`config.mk`:
```
export PLATFORM = sky130hd
export DESIGN_NAME = mat_entry_gen
export DESIGN_NICKNAME = d
export VERILOG_FILES = /design/src/rtl/mat_entry_gen.sv
export SDC_FILE = /design/constraint.sdc
export NUM_CORES = 1
export LEC_CHECK = 0
export BUFFER_PORTS_ARGS = -buffer_cell sky130_fd_sc_hd__buf_2
export CAP_MARGIN = 10
export CORE_MARGIN = 2
export CORE_UTILIZATION = 25
export DETAILED_ROUTE_END_ITERATION = 8
export GPL_ROUTABILITY_DRIVEN = 0
export MAX_ROUTING_LAYER = met4
export SLEW_MARGIN = 20
export SYNTH_ARGS = -nofsm -noshare
export SYNTH_HDL_FRONTEND = slang
export SYNTH_SLANG_ARGS = --single-unit
```
`constraint.sdc`:
```
create_clock -name vclk -period 4.5
set_input_delay 1.125 -clock vclk [all_inputs]
set_output_delay 1.125 -clock vclk [all_outputs]
set_load 0.02 [all_outputs]
```
`src/rtl/mat_entry_gen.sv`:
```
`default_nettype none

module mat_entry_gen #(
  parameter int CHUNK_BITS = 8
) (
  input  logic                  rho,
  input  logic                  carry,
  input  logic [CHUNK_BITS-1:0] ri,
  input  logic [CHUNK_BITS-1:0] val,
  output logic [CHUNK_BITS:0]   entry
);

  logic [CHUNK_BITS:0] sum;

  // real carry in is the table carry with the flip bit removed
  assign sum   = {1'b0, val} + {1'b0, ri} + (CHUNK_BITS+1)'(carry ^ rho);
  // boolean chunk masked by ri, carry out masked by rho
  assign entry = sum ^ {rho, ri};

endmodule

`default_nettype wire

```
; Word-level counts from Yosys, hierarchy flattened
; Index checks and enable logic that the tools add are counted.
[totals]
ff_bits = 0
latchBits = 0
mem_bits_rw = 0
mem_bits_ro = 0
input_bits = 18
output_inout_bits = 9
mem_count = 0
[op_classes]
addsub = 2
mul = 0
div_mod_pow = 0
n_lt_le_gt_ge = 0
eq_ne = 0
shifts = 0
mux = 0
bitwise_logic = 2
reduce_logical = 0
[op_table]
columns = operator, count
row1 = $add 8x8->9, 1
row2 = $add 9x1->9, 1
row3 = $xor 9x9->9, 1
row4 = $xor 1x1->1, 1

; Depth between registers and ports, before layout
[depth]
ltp_word = 3
mapped_depth = 7
mapped_depth_nobuf = 7

; Worst setup path after synthesis
; No wires, ideal clock.
[synth_timing]
kind = input -> output
from = in carry
to = out entry[8]
t_arrival_ns = 2.835
slack_ns = 0.540
stages = 7
path_buffers = 0
path_cell_list = xnor2_1 fa_1 fa_1 and2b_1 o2111ai_2 a211o_1 o2111ai_2
[synth_via]
elab_chain_len = 3
[synth_lines]
columns = element, line
row1 = from (decl), 7  ; input logic carry,
row2 = $xor 1x1->1, 16  ; assign sum = {1'b0, val} + {1'b0, ri} + (CHUNK_BITS+1)'(carry ^ rho);
row3 = $add 9x1->9, 16
row4 = $xor 9x9->9, 18  ; assign entry = sum ^ {rho, ri};
row5 = to (decl), 10  ; output logic [CHUNK_BITS:0] entry
; No other way between the ends.

; Worst setup path after layout
[layout_timing]
from = in rho
to = out entry[8]
[layout_via]
elab_chain_len = 3
[layout_lines]
columns = element, line
row1 = from (decl), 6  ; input logic rho,
row2 = $xor 1x1->1, 16
row3 = $add 9x1->9, 16
row4 = $xor 9x9->9 *, 18
; Every way passes the cells marked *; elsewhere a longest branch is shown, timed or not.

==> results by group <==
Drt
  – Routed Antenna Nets: 0
  – Vias per cell: 4.680
  – Post-DR wirelength/cell: 9.124 um
  – DR WL met3: 66 um
  – Met2 Routed Length: 424 um
  – Initial DRC count: 1
  – DR pass1 iterations: 4
  – DR vias: 454
  – Top Metal Used: met3
  – Wire length on met1: 395 um
  – Drt total wl: 885 um
  – Residual DRC: 0

Logic synthesis
  – Synthesized area per cell: 8.333 um^2
  – Post-synthesis xor/xnor area fraction: 0.2975
  – Post-synth top area share: 0.2380
  – Synth Warn #: 0
  – Ranking of synthesized cells by area: xnor2_1 (24%), ha_1 (20%), fa_1 (9.1%)
  – Syn Std Cell Area: 441.7 um^2
  – Net Count, Synth: 80
  – Post-synthesis sequential area ratio: 0
  – Compound-Gate Fraction of Synth Area: 0.2125
  – Synth Area in Simple Gates: 0.1586
  – Largest area contributor in the netlist: xnor2_1
  – Post-Syn Instances: 53
  – Largest family of logic cells by synthesized area: XOR/XNOR gates
  – Synth unique cells: 20
  – Adder-cell area share of the yosys netlist: 0.2890
  – Multiplexer area fraction after synthesis: 0

Floorplanning
  – Die area: 2119 um^2
  – Chip width: 46.03 um
  – IO Count: 27
  – Num rows: 15
  – Core area: 1689 um^2
  – DIE HEIGHT: 46.03 um
  – Initial Util: 0.2615

Run status
  – Status: finished clean

GRT
  – Vias in the first global route: 390
  – Gr usage total: 0.08896
  – Largest net degree at the start of global routing: 6
  – First-pass GRT wire length: 1.469 mm
  – GRT Residual Overflow: 0
  – Initial antenna violation count: 0

Timing
  – Final Hold Fails: 0
  – Setup-failing EPs final: 0
  – Final worst slack: 0.1766 ns
  – Max-slew headroom: 0.7817
  – Setup TNS: 0 ns
  – Min Tclk post-route: 4.323 ns
  – Slew @ Worst Pin: 0.3240 ns
  – Maximum clock rate: 231.3 MHz
  – Crit share post-route: 0.9607
  – RSZ-0062 raised after global routing: false
  – Final Slew Violations: 0

Finish
  – Sequential cell area: 0 um^2
  – Sequential cell count: 0
  – # diodes: 0
  – Clock buffer count: 0
  – Area Growth Syn to Fin: 35.41%
  – Net count, final: 109
  – Share of cells above drive strength 1: 0.3625

Power
  – Leak: 0.2851 nW
  – Pwr/cell area: 202.1 nW/um^2
  – Int Power: 0.05286 mW
  – Peak VDD IR: 0.05815 mV
  – Seq pwr share: 0
  – Switching share of power: 0.5627
  – Gate power share: 1.000
  – Clock power frac: 0
  – Switching power: 0.06802 mW

Worst setup path
  – Crit. End Element: primary output
  – Crit Path Class: in2out
  – CP Max Fanout: 5
  – Worst Path Arrival: 3.20 ns
  – Required @ worst endpoint: 3.38 ns
  – Startpoint Class: primary input
  – Slowest stage delay, CP: 0.41 ns
  – Critical-path top delay cell: fa_1
  – Critical Path, Cell by Cell: buf_2, xnor2_1, fa_1, fa_1, and2b_1, o2111ai_2, a211o_1, o2111ai_2, buf_2

Place
  – Post-DP HPWL: 827.1 um
  – I/O Buffers: 27
  – Placement Setup Slack: 0.1822 ns

Clocking
  – CTS Hold Bufs: 0
  – PostCTS Resize Cnt: 0
  – Post CTS Setup Buffer Count: 0

Min path
  – Hold Path Class: in2out

Job
  – Max-Cap Viols: 0
power groups by stage:
stage | combinational, mW | clock, mW | sequential (mW)
after floorplan | 0.0863 | 0 | 0
after global placement | 0.122 | 0 | 0
after detailed placement | 0.122 | 0 | 0
after CTS | 0.123 | 0 | 0
after global routing | 0.134 | 0 | 0
final | 0.121 | 0 | 0
cells in the mapped netlist, drive strengths merged (2+ instances only):
master   instances
xor2             3
o2111ai          3
fa               2
nor2             4
xnor2           12
nand3            2
a21oi            2
ha               7
nor2b            2
o21a             3
inv              5
through the flow:
stage / utilization / cell area (um^2) / total power, mW / cells / hold slack, ns
6_report: 0.3541 / 598.1 / 0.1209 / 97 / 2.550
5_1_grt: 0.3541 / 598.1 / 0.1340 / 97 / 2.574
4_1_cts: 0.3541 / 598.1 / 0.1228 / 97 / 2.552
3_5_place_dp: 0.3541 / 598.1 / 0.1223 / 97 / 2.551
3_3_place_gp: 0.3541 / 598.1 / 0.1217 / 97 / 2.554
2_1_floorplan: - / 441.7 / 0.08630 / 53 / 2.378
cell type report:
class	count	area (um^2)
multi-input combinational	48	422.9
inverter	5	18.77
timing repair buffer	27	135.1
fill	190	1091
tap	17	21.27
path summary, 6_finish.rpt:
check	startpoint	to	slack, ns	cells past startpoint
setup / recovery	rho	entry[8]	0.18	9
hold / removal	ri[0]	entry[0]	2.55	3
per-layer routing:
metal  track usage  vias up
met4             0        0
met1        0.1171      197
met2        0.1583       16
met3      0.003968        0
met5             -        -
li1              -      241
worst max-delay path, delay by kind of cell:
kind / cells / cell delay, ns
adder cells (fa/ha/maj): 2 / 0.82
AO/OA/AOI/OAI: 3 / 0.55
buffers and inverters: 2 / 0.32
AND/OR/NAND/NOR: 1 / 0.25
XOR/XNOR: 1 / 0.14
logic make-up after synthesis:
logic type / Yosys count
AO/OA/AOI/OAI: 11
XOR/XNOR: 15
buffers and inverters: 5
adder cells (fa/ha/maj): 9
AND/OR/NAND/NOR: 13
placed cells by master (no fill, tap or decap), drive strengths merged:
| master | instances |
|---|---|
| nand3 | 2 |
| nand3b | 1 |
| nor2b | 2 |
| a41oi | 1 |
| nor2 | 4 |
| o21a | 3 |
| ha | 7 |
| o2111ai | 3 |
| buf | 27 |
| nor3 | 1 |
| fa | 2 |
| a21oi | 2 |
| o21ai | 1 |
| and2b | 1 |
| xor2 | 3 |
| xnor2 | 12 |
| inv | 5 |
| a211o | 1 |
| nand2b | 1 |
| nand4 | 1 |
Power figures use the tool's default switching activity.
